$ cat src/hw/rtl/hrck_pkg.sv
// Shared constants, types and pipeline records for the hue range chroma keyer.
package hrck_pkg;

  localparam int CHANNEL_BITS    = 8;
  localparam int HUE_W           = 15;
  localparam int HUE_SIXTH       = 3840;
  localparam int HUE_FULL        = 6 * HUE_SIXTH;
  localparam int QUO_W           = 12;
  localparam int NUM_W           = CHANNEL_BITS + QUO_W;
  localparam int DIV_STAGES      = 4;
  localparam int STEPS_PER_STAGE = QUO_W / DIV_STAGES;
  localparam int PIPE_DEPTH      = DIV_STAGES + 4;
  localparam int CFG_IDX_W       = 1;

  localparam logic [CFG_IDX_W-1:0] CFG_MIN_HUE = CFG_IDX_W'(0);
  localparam logic [CFG_IDX_W-1:0] CFG_MAX_HUE = CFG_IDX_W'(1);

  typedef logic [CHANNEL_BITS-1:0] chan_t;

  typedef enum logic [1:0] {
    SEC_RED,
    SEC_GREEN,
    SEC_BLUE
  } sector_t;

  typedef struct packed {
    chan_t   red;
    chan_t   green;
    chan_t   blue;
    sector_t sector;
    logic    neg;
    logic    undef;
  } side_t;

  typedef struct packed {
    chan_t              rem;
    logic [QUO_W-1:0]   num_lo;
    logic [QUO_W-1:0]   quo;
    chan_t              den;
  } div_stage_t;

endpackage

$ cat src/hw/rtl/hue_range_chroma_key_core.sv
// Top level of the hue range chroma keyer: sector decode, divider, hue wrap and key decision.
// The keyer takes one pixel in every clock cycle while busy is low and returns its result
// through a registered pipeline: the four-stage quotient divider plus two stages ahead of it
// and two behind it. The result is shown for one cycle with out_valid high
// and cannot be held off, so the receiver must take every result as it appears. busy is high
// only during reset and in the cycle after it. Pixels whose hue lies strictly between min_hue
// and max_hue come out with alpha and color all zero; grey and black pixels always pass.
module hue_range_chroma_key_core import hrck_pkg::*; (
  input  logic                 clk,
  input  logic                 rst_n,
  input  logic                 start,
  output logic                 busy,
  input  chan_t                in_red,
  input  chan_t                in_green,
  input  chan_t                in_blue,
  output logic                 out_valid,
  output logic [7:0]           out_red,
  output logic [7:0]           out_green,
  output logic [7:0]           out_blue,
  output logic [7:0]           out_alpha,
  input  logic                 cfg_we,
  input  logic [CFG_IDX_W-1:0] cfg_index,
  input  logic [HUE_W-1:0]     cfg_data
);

  logic             busy_r;
  logic             in_fire;
  logic [HUE_W-1:0] min_hue_r;
  logic [HUE_W-1:0] max_hue_r;

  chan_t            hi;
  chan_t            lo;
  side_t            s1_side_nxt;
  chan_t            s1_abs_nxt;
  logic             s1_vld_r;
  side_t            s1_side_r;
  chan_t            s1_abs_r;
  chan_t            s1_spread_r;

  logic [CHANNEL_BITS+3:0] num15;
  logic             s2_vld_r;
  side_t            s2_side_r;
  logic [NUM_W-1:0] s2_num_r;
  chan_t            s2_den_r;

  logic             dv_valid;
  logic [QUO_W-1:0] dv_quo;
  logic             dv_rem_nz;
  side_t            dv_side;

  logic [QUO_W:0]          qmag;
  logic signed [HUE_W+1:0] off;
  logic signed [HUE_W+1:0] qs;
  logic signed [HUE_W+1:0] hue_s;
  logic [HUE_W-1:0]        hue_nxt;
  logic             h_vld_r;
  logic [HUE_W-1:0] hue_r;
  side_t            h_side_r;

  logic             keyed;
  logic             out_valid_r;
  logic [7:0]       out_red_r;
  logic [7:0]       out_green_r;
  logic [7:0]       out_blue_r;
  logic [7:0]       out_alpha_r;

  assign busy    = busy_r | !rst_n;
  assign in_fire = start && !busy;

  always_ff @(posedge clk) begin
    if (!rst_n) begin
      busy_r    <= 1'b1;
      min_hue_r <= '0;
      max_hue_r <= '0;
    end else begin
      busy_r <= 1'b0;
      if (cfg_we) begin
        case (cfg_index)
          CFG_MIN_HUE: min_hue_r <= cfg_data;
          CFG_MAX_HUE: max_hue_r <= cfg_data;
          default: ;
        endcase
      end
    end
  end

  // The red channel wins ties for the largest value, then green.
  always_comb begin
    hi = in_red;
    lo = in_red;
    if (in_green > hi) hi = in_green;
    if (in_blue > hi) hi = in_blue;
    if (in_green < lo) lo = in_green;
    if (in_blue < lo) lo = in_blue;
    s1_side_nxt.red   = in_red;
    s1_side_nxt.green = in_green;
    s1_side_nxt.blue  = in_blue;
    s1_side_nxt.undef = (hi == lo);
    if (in_red == hi) begin
      s1_side_nxt.sector = SEC_RED;
      s1_side_nxt.neg    = in_green < in_blue;
      s1_abs_nxt = s1_side_nxt.neg ? in_blue - in_green : in_green - in_blue;
    end else if (in_green == hi) begin
      s1_side_nxt.sector = SEC_GREEN;
      s1_side_nxt.neg    = in_blue < in_red;
      s1_abs_nxt = s1_side_nxt.neg ? in_red - in_blue : in_blue - in_red;
    end else begin
      s1_side_nxt.sector = SEC_BLUE;
      s1_side_nxt.neg    = in_red < in_green;
      s1_abs_nxt = s1_side_nxt.neg ? in_green - in_red : in_red - in_green;
    end
  end

  // The numerator is 3840 times the difference, built as fifteen times it shifted by eight.
  assign num15 = {s1_abs_r, 4'b0000} - {4'b0000, s1_abs_r};

  always_ff @(posedge clk) begin
    if (!rst_n) begin
      s1_vld_r    <= 1'b0;
      s2_vld_r    <= 1'b0;
      h_vld_r     <= 1'b0;
      out_valid_r <= 1'b0;
    end else begin
      s1_vld_r    <= in_fire;
      s2_vld_r    <= s1_vld_r;
      h_vld_r     <= dv_valid;
      out_valid_r <= h_vld_r;
    end
  end

  always_ff @(posedge clk) begin
    s1_side_r   <= s1_side_nxt;
    s1_abs_r    <= s1_abs_nxt;
    s1_spread_r <= hi - lo;
    s2_side_r   <= s1_side_r;
    s2_num_r    <= {num15, 8'h00};
    s2_den_r    <= s1_spread_r;
  end

  hrck_div u_div (
    .clk       (clk),
    .rst_n     (rst_n),
    .in_valid  (s2_vld_r),
    .in_num    (s2_num_r),
    .in_den    (s2_den_r),
    .in_side   (s2_side_r),
    .out_valid (dv_valid),
    .out_quo   (dv_quo),
    .out_rem_nz(dv_rem_nz),
    .out_side  (dv_side)
  );

  // A negative difference with a remainder rounds one further down.
  always_comb begin
    qmag = {1'b0, dv_quo} + (QUO_W+1)'(dv_side.neg & dv_rem_nz);
    qs   = $signed((HUE_W+2)'(qmag));
    case (dv_side.sector)
      SEC_RED:   off = '0;
      SEC_GREEN: off = (HUE_W+2)'(2 * HUE_SIXTH);
      SEC_BLUE:  off = (HUE_W+2)'(4 * HUE_SIXTH);
      default:   off = '0;
    endcase
    hue_s = dv_side.neg ? off - qs : off + qs;
    if (hue_s < 0) begin
      hue_s = hue_s + $signed((HUE_W+2)'(HUE_FULL));
    end
    hue_nxt = hue_s[HUE_W-1:0];
  end

  assign keyed = !h_side_r.undef && (hue_r > min_hue_r) && (hue_r < max_hue_r);

  always_ff @(posedge clk) begin
    hue_r    <= hue_nxt;
    h_side_r <= dv_side;
    if (keyed) begin
      out_red_r   <= '0;
      out_green_r <= '0;
      out_blue_r  <= '0;
      out_alpha_r <= '0;
    end else begin
      out_red_r   <= 8'(h_side_r.red);
      out_green_r <= 8'(h_side_r.green);
      out_blue_r  <= 8'(h_side_r.blue);
      out_alpha_r <= 8'({CHANNEL_BITS{1'b1}});
    end
  end

  assign out_valid = out_valid_r;
  assign out_red   = out_red_r;
  assign out_green = out_green_r;
  assign out_blue  = out_blue_r;
  assign out_alpha = out_alpha_r;

  a_latency_fwd: assert property (@(posedge clk) disable iff (!rst_n)
    in_fire |-> ##PIPE_DEPTH out_valid)
    else $error("accepted item did not produce a result");

  a_latency_back: assert property (@(posedge clk) disable iff (!rst_n)
    out_valid |-> $past(in_fire, PIPE_DEPTH))
    else $error("result without a matching accepted item");

  a_keyed_zero: assert property (@(posedge clk) disable iff (!rst_n)
    (out_valid && out_alpha == 8'h00) |-> (out_red == 8'h00 && out_green == 8'h00 &&
      out_blue == 8'h00))
    else $error("keyed item carries nonzero color");

  a_grey_passes: assert property (@(posedge clk) disable iff (!rst_n)
    (out_valid && out_red == out_green && out_green == out_blue && out_red != 8'h00)
      |-> out_alpha != 8'h00)
    else $error("grey item was keyed");

endmodule

$ cat src/hw/rtl/hrck_div.sv
// Pipelined restoring divider that forms the hue quotient a few bits per stage.
module hrck_div import hrck_pkg::*; (
  input  logic             clk,
  input  logic             rst_n,
  input  logic             in_valid,
  input  logic [NUM_W-1:0] in_num,
  input  chan_t            in_den,
  input  side_t            in_side,
  output logic             out_valid,
  output logic [QUO_W-1:0] out_quo,
  output logic             out_rem_nz,
  output side_t            out_side
);

  logic       vld_r  [DIV_STAGES];
  div_stage_t st_r   [DIV_STAGES];
  side_t      side_r [DIV_STAGES];
  div_stage_t st_in  [DIV_STAGES];
  div_stage_t st_nxt [DIV_STAGES];

  always_comb begin
    div_stage_t            cur;
    logic [CHANNEL_BITS:0] trial;
    st_in[0].rem    = in_num[NUM_W-1:QUO_W];
    st_in[0].num_lo = in_num[QUO_W-1:0];
    st_in[0].quo    = '0;
    st_in[0].den    = in_den;
    for (int s = 1; s < DIV_STAGES; s++) begin
      st_in[s] = st_r[s-1];
    end
    for (int s = 0; s < DIV_STAGES; s++) begin
      cur = st_in[s];
      for (int k = 0; k < STEPS_PER_STAGE; k++) begin
        trial      = {cur.rem, cur.num_lo[QUO_W-1]};
        cur.num_lo = {cur.num_lo[QUO_W-2:0], 1'b0};
        if (trial >= {1'b0, cur.den}) begin
          cur.rem = CHANNEL_BITS'(trial - {1'b0, cur.den});
          cur.quo = {cur.quo[QUO_W-2:0], 1'b1};
        end else begin
          cur.rem = trial[CHANNEL_BITS-1:0];
          cur.quo = {cur.quo[QUO_W-2:0], 1'b0};
        end
      end
      st_nxt[s] = cur;
    end
  end

  always_ff @(posedge clk) begin
    if (!rst_n) begin
      for (int s = 0; s < DIV_STAGES; s++) begin
        vld_r[s] <= 1'b0;
      end
    end else begin
      vld_r[0] <= in_valid;
      for (int s = 1; s < DIV_STAGES; s++) begin
        vld_r[s] <= vld_r[s-1];
      end
    end
  end

  always_ff @(posedge clk) begin
    side_r[0] <= in_side;
    for (int s = 1; s < DIV_STAGES; s++) begin
      side_r[s] <= side_r[s-1];
    end
    for (int s = 0; s < DIV_STAGES; s++) begin
      st_r[s] <= st_nxt[s];
    end
  end

  assign out_valid  = vld_r[DIV_STAGES-1];
  assign out_quo    = st_r[DIV_STAGES-1].quo;
  assign out_rem_nz = |st_r[DIV_STAGES-1].rem;
  assign out_side   = side_r[DIV_STAGES-1];

endmodule
$ cat config.mk
export PLATFORM = sky130hd
export DESIGN_NAME = hue_range_chroma_key_core
export DESIGN_NICKNAME = d
export VERILOG_FILES = /design/src/hw/rtl/hrck_pkg.sv /design/src/hw/rtl/hue_range_chroma_key_core.sv /design/src/hw/rtl/hrck_div.sv
export SDC_FILE = /design/constraint.sdc
export NUM_CORES = 1
export LEC_CHECK = 0
export BUFFER_PORTS_ARGS = -buffer_cell sky130_fd_sc_hd__clkbuf_2
export CELL_PAD_IN_SITES_DETAIL_PLACEMENT = 1
export CELL_PAD_IN_SITES_GLOBAL_PLACEMENT = 2
export CORE_UTILIZATION = 43
export CTS_BUF_LIST = sky130_fd_sc_hd__clkbuf_16
export DETAILED_ROUTE_END_ITERATION = 8
export HOLD_SLACK_MARGIN = 0.05
export PLACE_DENSITY = 0.83
export SLEW_MARGIN = 20
export SYNTH_ARGS = -nofsm -noshare
export SYNTH_HDL_FRONTEND = slang
export SYNTH_SLANG_ARGS = --single-unit
$ cat constraint.sdc
create_clock -name clk -period 12.9 [get_ports clk]
set_input_delay 0.645 -clock clk [delete_from_list [all_inputs] [get_ports clk]]
set_output_delay 0.645 -clock clk [all_outputs]
set_load 0.01 [all_outputs]
==> flow_metrics.tcl, run 1 <==
set metrics [dict create \
    syn-num-nets 2232 \
    route.detailed.drc 0 \
    finalHoldViolations 0 \
    rsz0062_at_grt "false" \
    synthFlopType "dfxtp_1" \
    critical_path_buf_inv_count 2 \
    setup_viol 0 \
    yosysSeqAreaShare_pct 41.4 \
    io_buffer_count 77 \
    drt-total-wl_microns 49900 \
    syn_to_final_growth_pct 11.8 \
    path_clk_slew_ns 0.06 \
    post_cts_resized 0 \
    cts_sinks 395 \
    fin_cells 2658 \
    cts_root_buf "clkbuf_16" \
    cts_setup_buffers 0 \
    drv_slew 0 \
    grt_max_degree 32 \
    synth_area_sq_um 19100 \
    synth-async-reset-ratio_pct 0 \
    ant_nets 0 \
    hp-start "start" \
    initial_core_util_pct 44.0 \
    dr.pass1.iters 5 \
    synth_seq_cells 395 \
    critPathLaunchType "flop" \
    outcome "finished, final reports clean" \
    htree_num_levels 2 \
    skew_ns 0.0192 \
    grtUsageTotal_pct 22.6 \
    hpwl_microns 37600 \
    wl_per_cell_microns 18.8 \
    fp-row-count 76 \
    cts_made_buffers 40 \
    final_layout_size_suffix_gt1_share_pct 12.2 \
    io-pin-count 78 \
    timing.rr.start "u_div.st_r[1][1]$_DFF_P_" \
    synth-edff-count 0 \
    grt_pass1_wl_microns 80300 \
    grt_pass1_vias 15000 \
    coreArea_sq_um 43500 \
    crit_family "compound AO/OA/AOI/OAI gates" \
    dieArea_sq_um 45300 \
    yosys_warnings 0 \
    viasPerCell 5.33 \
    ys_types 84 \
    die_h_microns 213 \
    critPathRequiredTime_ns 13.35 \
    final.min_clock_period_ns 7.01 \
    place_area_sq_um 20000 \
    stdcell_area_sq_um 21400 \
    placed_cells 2585 \
    gp_congestion 0.872 \
    max_stage_delay_ns 0.44 \
    crit_top_cell "a21oi_1" \
    cts_tree "yes" \
    setup_tns_ns 0 \
    drv_cap 0 \
    startpoint "u_div.st_r[1][1]$_DFF_P_" \
    final_nets 2308 \
    avgSynthCellArea_sq_um 9.71 \
    min_period_over_period_pct 54.3 \
    worstPathMaxFanout 7 \
    drtIter0Drc 842 \
    cp-end-kind "flop" \
    holdCritPathClass "in2reg" \
    worstPathArrival_ns 7.46 \
    fmax_mhz 143 \
    antenna_found_initial 0 \
    gr-total-overflow 0 \
    syn_inst 1966 \
    path_class "reg2reg" \
    worst_pin_slew_ns 0.993 \
    holdBufCountCts 0 \
    vias 14200 \
    worst_path_max_delay_cell "a311oi_2" \
    slew_headroom_pct 33.7 \
    worstSkewPairLatency_ns 0.58 \
    die_w_microns 213 \
    clockBufferDepth 3 \
    diodes 0 \
]
[cells in the mapped netlist (all sizes together) (31+ instances only)]
library cell,instances,area (sq um)
nor2,138,518
ha,207,2590
o21ai,61,305
o21a,31,233
a21oi,136,681
nand2,133,499
nor3,33,176
dfxtp,395,7910
xor2,37,324
inv,149,559
mux2,82,923
nor2b,60,375
a21o,39,293
xnor2,75,657
[sequential cells by signal, summed over array words and instances, names as in the netlist, 12 cells and up]
name,cells
h_side_r,25
hue_r,15
max_hue_r,15
min_hue_r,15
s1_side_r,28
s2_num_r,12
s2_side_r,28
u_div.side_r,112
u_div.st_r,87
[metal layers]
metal | share of wire, % | track usage [%]
met3 | 3.8 | 3.35
met2 | 47 | 37.8
met4 | 2.8 | 7.81
met1 | 47 | 29.5
met5 | 0 | 0
[stage by stage]
stage               hold slack (ns)  utilization [%]  setup slack (ns)
floorplan                     0.310                -              7.01
global placement              0.310             46.1              6.32
detailed placement            0.313             46.1              6.12
CTS                           0.237             49.1              5.96
global route                  0.285             49.1              5.37
finish                        0.272             49.1              5.89
[worst reg2reg max path: stages, from the launching register on]
cell and delay (ns):
dfxtp_1 0.39, inv_1 0.14, ha_1 0.34, nor2b_1 0.15
o31a_1 0.31, o31ai_2 0.24, a21oi_1 0.15, o21ai_0 0.43
nand2_1 0.29, mux2_2 0.36, ha_1 0.34, or2_2 0.30
a21oi_1 0.16, a31oi_1 0.09, a21oi_1 0.31, o31ai_2 0.23
and2_1 0.24, ha_1 0.31, nor2b_1 0.14, o21ai_0 0.29
a21boi_0 0.20, o21ai_0 0.24, a21oi_1 0.14, o21a_1 0.21
a311oi_2 0.44, inv_2 0.16, mux2_2 0.30
[cells in the final DEF, fill, tap and decap left out, types with 9 or more instances in the layout]
cell type / instances
o221ai_1: 17
o21a_1: 31
mux2i_1: 25
nand2_1: 133
a211oi_1: 14
nor2b_1: 59
inv_1: 155
nand4_1: 22
o21bai_1: 12
nor3_1: 32
clkbuf_16: 40
nand3_1: 20
fa_1: 15
a21oi_1: 135
o21ai_0: 60
xnor2_1: 75
nand2b_1: 16
clkbuf_2: 77
or2_2: 9
or3_1: 11
clkinv_1: 11
dfxtp_1: 395
and2_1: 21
ha_1: 207
a31oi_1: 14
o211ai_1: 18
mux2_2: 82
nor2_1: 138
xor2_1: 37
and3_1: 9
a21o_1: 39
[kinds of logic after synthesis]
| family | count (synthesis) | share of synthesized area, % |
|---|---|---|
| AOI/OAI and AO/OA | 422 | 14.7 |
| xor gates and xnor gates | 112 | 5.14 |
| adders and majority gates | 222 | 15.1 |
| muxes | 107 | 6.14 |
| DFF | 395 | 41.4 |
| buffers and inverters | 200 | 4.29 |
| and+or+nand+nor | 508 | 13.2 |
[cell type report]
cell class              count  area, sq um
fillers                  4914        22100
flip-flops and latches    395         7910
clock inverters            33          342
repair buffers             83          430
multi-input cells        1371        10400
well taps                 585          732
clock buffers              40         1000
inverters                 151          567
[worst paths after layout]
| kind | cells past startpoint | slack [ns] | endpoint |
|---|---|---|---|
| worst max-delay path | 26 | 5.89 | u_div.st_r[2][34]$_DFF_P_ |
| worst min register to register | 0 | 0.31 | u_div.side_r[1][21]$_DFF_P_ |
| worst max register to register | 26 | 5.89 | u_div.st_r[2][34]$_DFF_P_ |
| worst min-delay path | 3 | 0.27 | s1_vld_r$_SDFF_PN0_ |
Power of run 1 is left out: the tool's default activity adds up to more than one toggle a clock period on the data nets, which glitch-free logic cannot reach.
==> run 2: changes to the inputs <==
--- a/config.mk
+++ b/config.mk
@@ -5,14 +5,15 @@
 export SDC_FILE = /design/constraint.sdc
 export NUM_CORES = 1
 export LEC_CHECK = 0
+export ABC_AREA = 1
 export BUFFER_PORTS_ARGS = -buffer_cell sky130_fd_sc_hd__clkbuf_2
 export CELL_PAD_IN_SITES_DETAIL_PLACEMENT = 1
 export CELL_PAD_IN_SITES_GLOBAL_PLACEMENT = 2
-export CORE_UTILIZATION = 43
+export CORE_UTILIZATION = 34
 export CTS_BUF_LIST = sky130_fd_sc_hd__clkbuf_16
 export DETAILED_ROUTE_END_ITERATION = 8
 export HOLD_SLACK_MARGIN = 0.05
-export PLACE_DENSITY = 0.83
+export PLACE_DENSITY = 0.75
 export SLEW_MARGIN = 20
 export SYNTH_ARGS = -nofsm -noshare
 export SYNTH_HDL_FRONTEND = slang
==> constraint.sdc (replaced) <==
create_clock -name clk -period 5.65 [get_ports clk]
set_input_delay 0.2825 -clock clk [delete_from_list [all_inputs] [get_ports clk]]
set_output_delay 0.2825 -clock clk [all_outputs]
set_load 0.01 [all_outputs]
==> flow_metrics.tcl, run 2 <==
set metrics [dict create \
    ant_nets 0 \
    route.detailed.drc 0 \
    synthTopCellsByArea "dfxtp_1, ha_1, nand2_1" \
    avgSynthCellArea_sq_um 8.08 \
    worstPathArrival_ns 5.68 \
    synth-xor-area-share_pct 5.42 \
    worstPathMaxFanout 11 \
    drt-total-wl_microns 52200 \
    vias 15600 \
    synthAdderAreaFrac_pct 15.0 \
    gp_congestion 0.871 \
    multiInputGateArea_sq_um 10000 \
    rsz0062_at_grt "true" \
    worstSkewPairLatency_ns 0.57 \
    syn_to_final_growth_pct 16.8 \
    drv_slew 0 \
    r2r_setup_slack_ns 0.48 \
    syn_inst 2380 \
    ys_top_cells_by_count "nand2_1, dfxtp_1, inv_1" \
    htree_num_levels 2 \
    final_nets 2800 \
    die_h_microns 240 \
    wl_per_cell_microns 15.8 \
    final.min_clock_period_ns 5.17 \
    regToRegEndpoint "u_div.st_r[0][31]$_DFF_P_" \
    path_clk_slew_ns 0.06 \
    top_regs "u_div.side_r: 112 flops, u_div.st_r: 87 flops" \
    crit_top_cell "nand2_1" \
    synthFlopType "dfxtp_1" \
    yosysSeqAreaShare_pct 41.1 \
    setup_tns_ns 0 \
    io_buffer_count 77 \
    antenna_found_initial 0 \
    netlist.area_leader.share_pct 41.1 \
    finalHoldViolations 0 \
    syn-num-nets 2646 \
    dr.pass1.iters 5 \
    slew_headroom_pct 36.0 \
    critPathRequiredTime_ns 6.16 \
    critPathLaunchType "flop" \
    path_class "reg2reg" \
    grt_pass1_wl_microns 84500 \
    yosys.area_share.simple_pct 20.7 \
    yosysMostFrequentCell "nand2_1" \
    synth_compound_area_share_pct 10.0 \
    yosys_warnings 0 \
    drtIter0Drc 591 \
    die_w_microns 240 \
    grt_pass1_vias 16300 \
    synth_top_family_by_area "simple AND/OR/NAND/NOR gates" \
    fillers 6739 \
    cts_tree "yes" \
    coreArea_sq_um 55500 \
    clockBufferDepth 3 \
    cp-end-kind "flop" \
    synth_area_sq_um 19200 \
    drv_cap 0 \
    skew_ns 0.0161 \
    synth-async-reset-ratio_pct 0 \
    grt_max_degree 38 \
    hp-start "in_blue[2]" \
    gr-total-overflow 0 \
    dieArea_sq_um 57500 \
    ys_types 53 \
    regMostFlops "u_div.side_r" \
    worst_pin_slew_ns 0.957 \
    muxShareOfSynthArea_pct 0.104 \
    viasPerCell 4.72 \
    hpwl_microns 40900 \
    setup_viol 0 \
    layout_common_cells "nand2_1, dfxtp_1, inv_1, ha_1, a21oi_1" \
    cts_made_buffers 41 \
    io-pin-count 78 \
    yosysTopAreaCell "dfxtp_1" \
    worst_path_max_delay_cell "dfxtp_1" \
    synth-edff-count 0 \
    synth_seq_cells 395 \
    startpoint "s2_den_r[0]$_DFF_P_" \
    hold_path_depth 1 \
    initial_core_util_pct 34.7 \
    final_layout_size_suffix_gt1_share_pct 9.85 \
    cts_root_buf "clkbuf_16" \
    grtUsageTotal_pct 18.5 \
    timing.rr.start "s2_den_r[0]$_DFF_P_" \
    cts_sinks 395 \
    fp-row-count 86 \
    min_to "s1_side_r[6]$_DFF_P_" \
    layout_commonest_cell "nand2_1" \
    holdCritPathClass "in2reg" \
    largest_reg_flops 112 \
    fmax_mhz 193 \
    min_period_over_period_pct 91.5 \
    outcome "finished, final reports clean" \
    rr_worst_depth 34 \
    seqCellArea_sq_um 7910 \
    max_stage_delay_ns 0.40 \
]
==> run 2: cell types whose count changed after synthesis, moves of 19 or more <==
| cell | change |
|---|---|
| a21o_1 | -30 |
| nor2b_1 | -60 |
| a21oi_1 | +31 |
| nand2_1 | +408 |
| nand3_1 | +122 |
| and2_1 | -19 |
| o21a_1 | -23 |
| o21ai_0 | +43 |
| xnor2_1 | -32 |
| xor2_1 | +39 |
| inv_1 | +162 |
| mux2i_1 | -23 |
| mux2_2 | -82 |
==> run 2: worst max-delay path by stage <==
stage / slack [ns] / depth (start not counted) / endpoint
floorplan: 0.94 / 28 / u_div.st_r[1][30]$_DFF_P_
global placement: 0.22 / 27 / u_div.st_r[1][31]$_DFF_P_
detailed placement: -0.18 / 28 / u_div.st_r[0][34]$_DFF_P_
CTS: 0.02 / 30 / u_div.st_r[0][31]$_DFF_P_
global route: -0.03 / 31 / u_div.st_r[0][29]$_DFF_P_
finish: 0.48 / 34 / u_div.st_r[0][31]$_DFF_P_
==> run 2: critical path: cells and delay by family (launching register included) <==
| family | cells | cell delay (ns) |
|---|---|---|
| AO/OA/AOI/OAI | 8 | 1.44 |
| AND/OR/NAND/NOR | 16 | 1.38 |
| adder cells (fa/ha/maj) | 4 | 1.23 |
| buffers and inverters | 5 | 0.46 |
| flip-flops | 1 | 0.40 |
| XOR/XNOR | 1 | 0.18 |
==> run 2: repair_timing <==
item                                    CTS  global route
buffers inserted                          0             5
endpoints found under the setup margin   17            29
pin swaps                                 0             1
gates resized for setup                   8            27
hold buffers                             37             0
hold endpoints to repair                 46             0
==> run 2: kinds of logic (layout without fill, tap and decap cells) <==
logic type,after synthesis,after routing
muxes,2,2
AOI/OAI and AO/OA,346,346
DFF,395,395
xor gates and xnor gates,119,119
other,0,1
buffers and inverters,364,543
adders and majority gates,222,222
and+or+nand+nor,932,932
==> run 2: per-layer routing <==
metal / vias up / wire, microns / GRT usage [%]
met5: - / 0 / 0
met4: 0 / 1090 / 5.21
met2: 172 / 24600 / 31.7
li1: 7978 / - / -
met3: 67 / 1520 / 2.58
met1: 7389 / 25000 / 24.0
==> run 2: cell type report <==
class / count / share of cell area, %
clock inverters: 27 / 1.38
multi-input cells: 1621 / 44.5
inverters: 315 / 5.28
flip-flops and latches: 395 / 35.2
diodes: 1 / 0.0111
clock buffers: 41 / 4.57
repair buffers: 160 / 4.90
well taps: 748 / 4.17
==> run 2: stage by stage <==
| stage | cell area [sq um] | setup WS [ns] | std cells | hold WS [ns] | util, % |
|---|---|---|---|---|---|
| after global placement | 20600 | 0.217 | 3197 | 0.310 | 37.1 |
| after global routing | 22500 | -0.0293 | 3307 | 0.0604 | 40.5 |
| after CTS | 22300 | 0.0232 | 3302 | 0.0507 | 40.2 |
| after detailed placement | 20600 | -0.185 | 3197 | 0.313 | 37.1 |
| after floorplan | 19200 | 0.945 | 2380 | 0.310 | - |
| final | 22500 | 0.482 | 3308 | 0.0940 | 40.5 |
Power of run 2 is left out for the same reason.
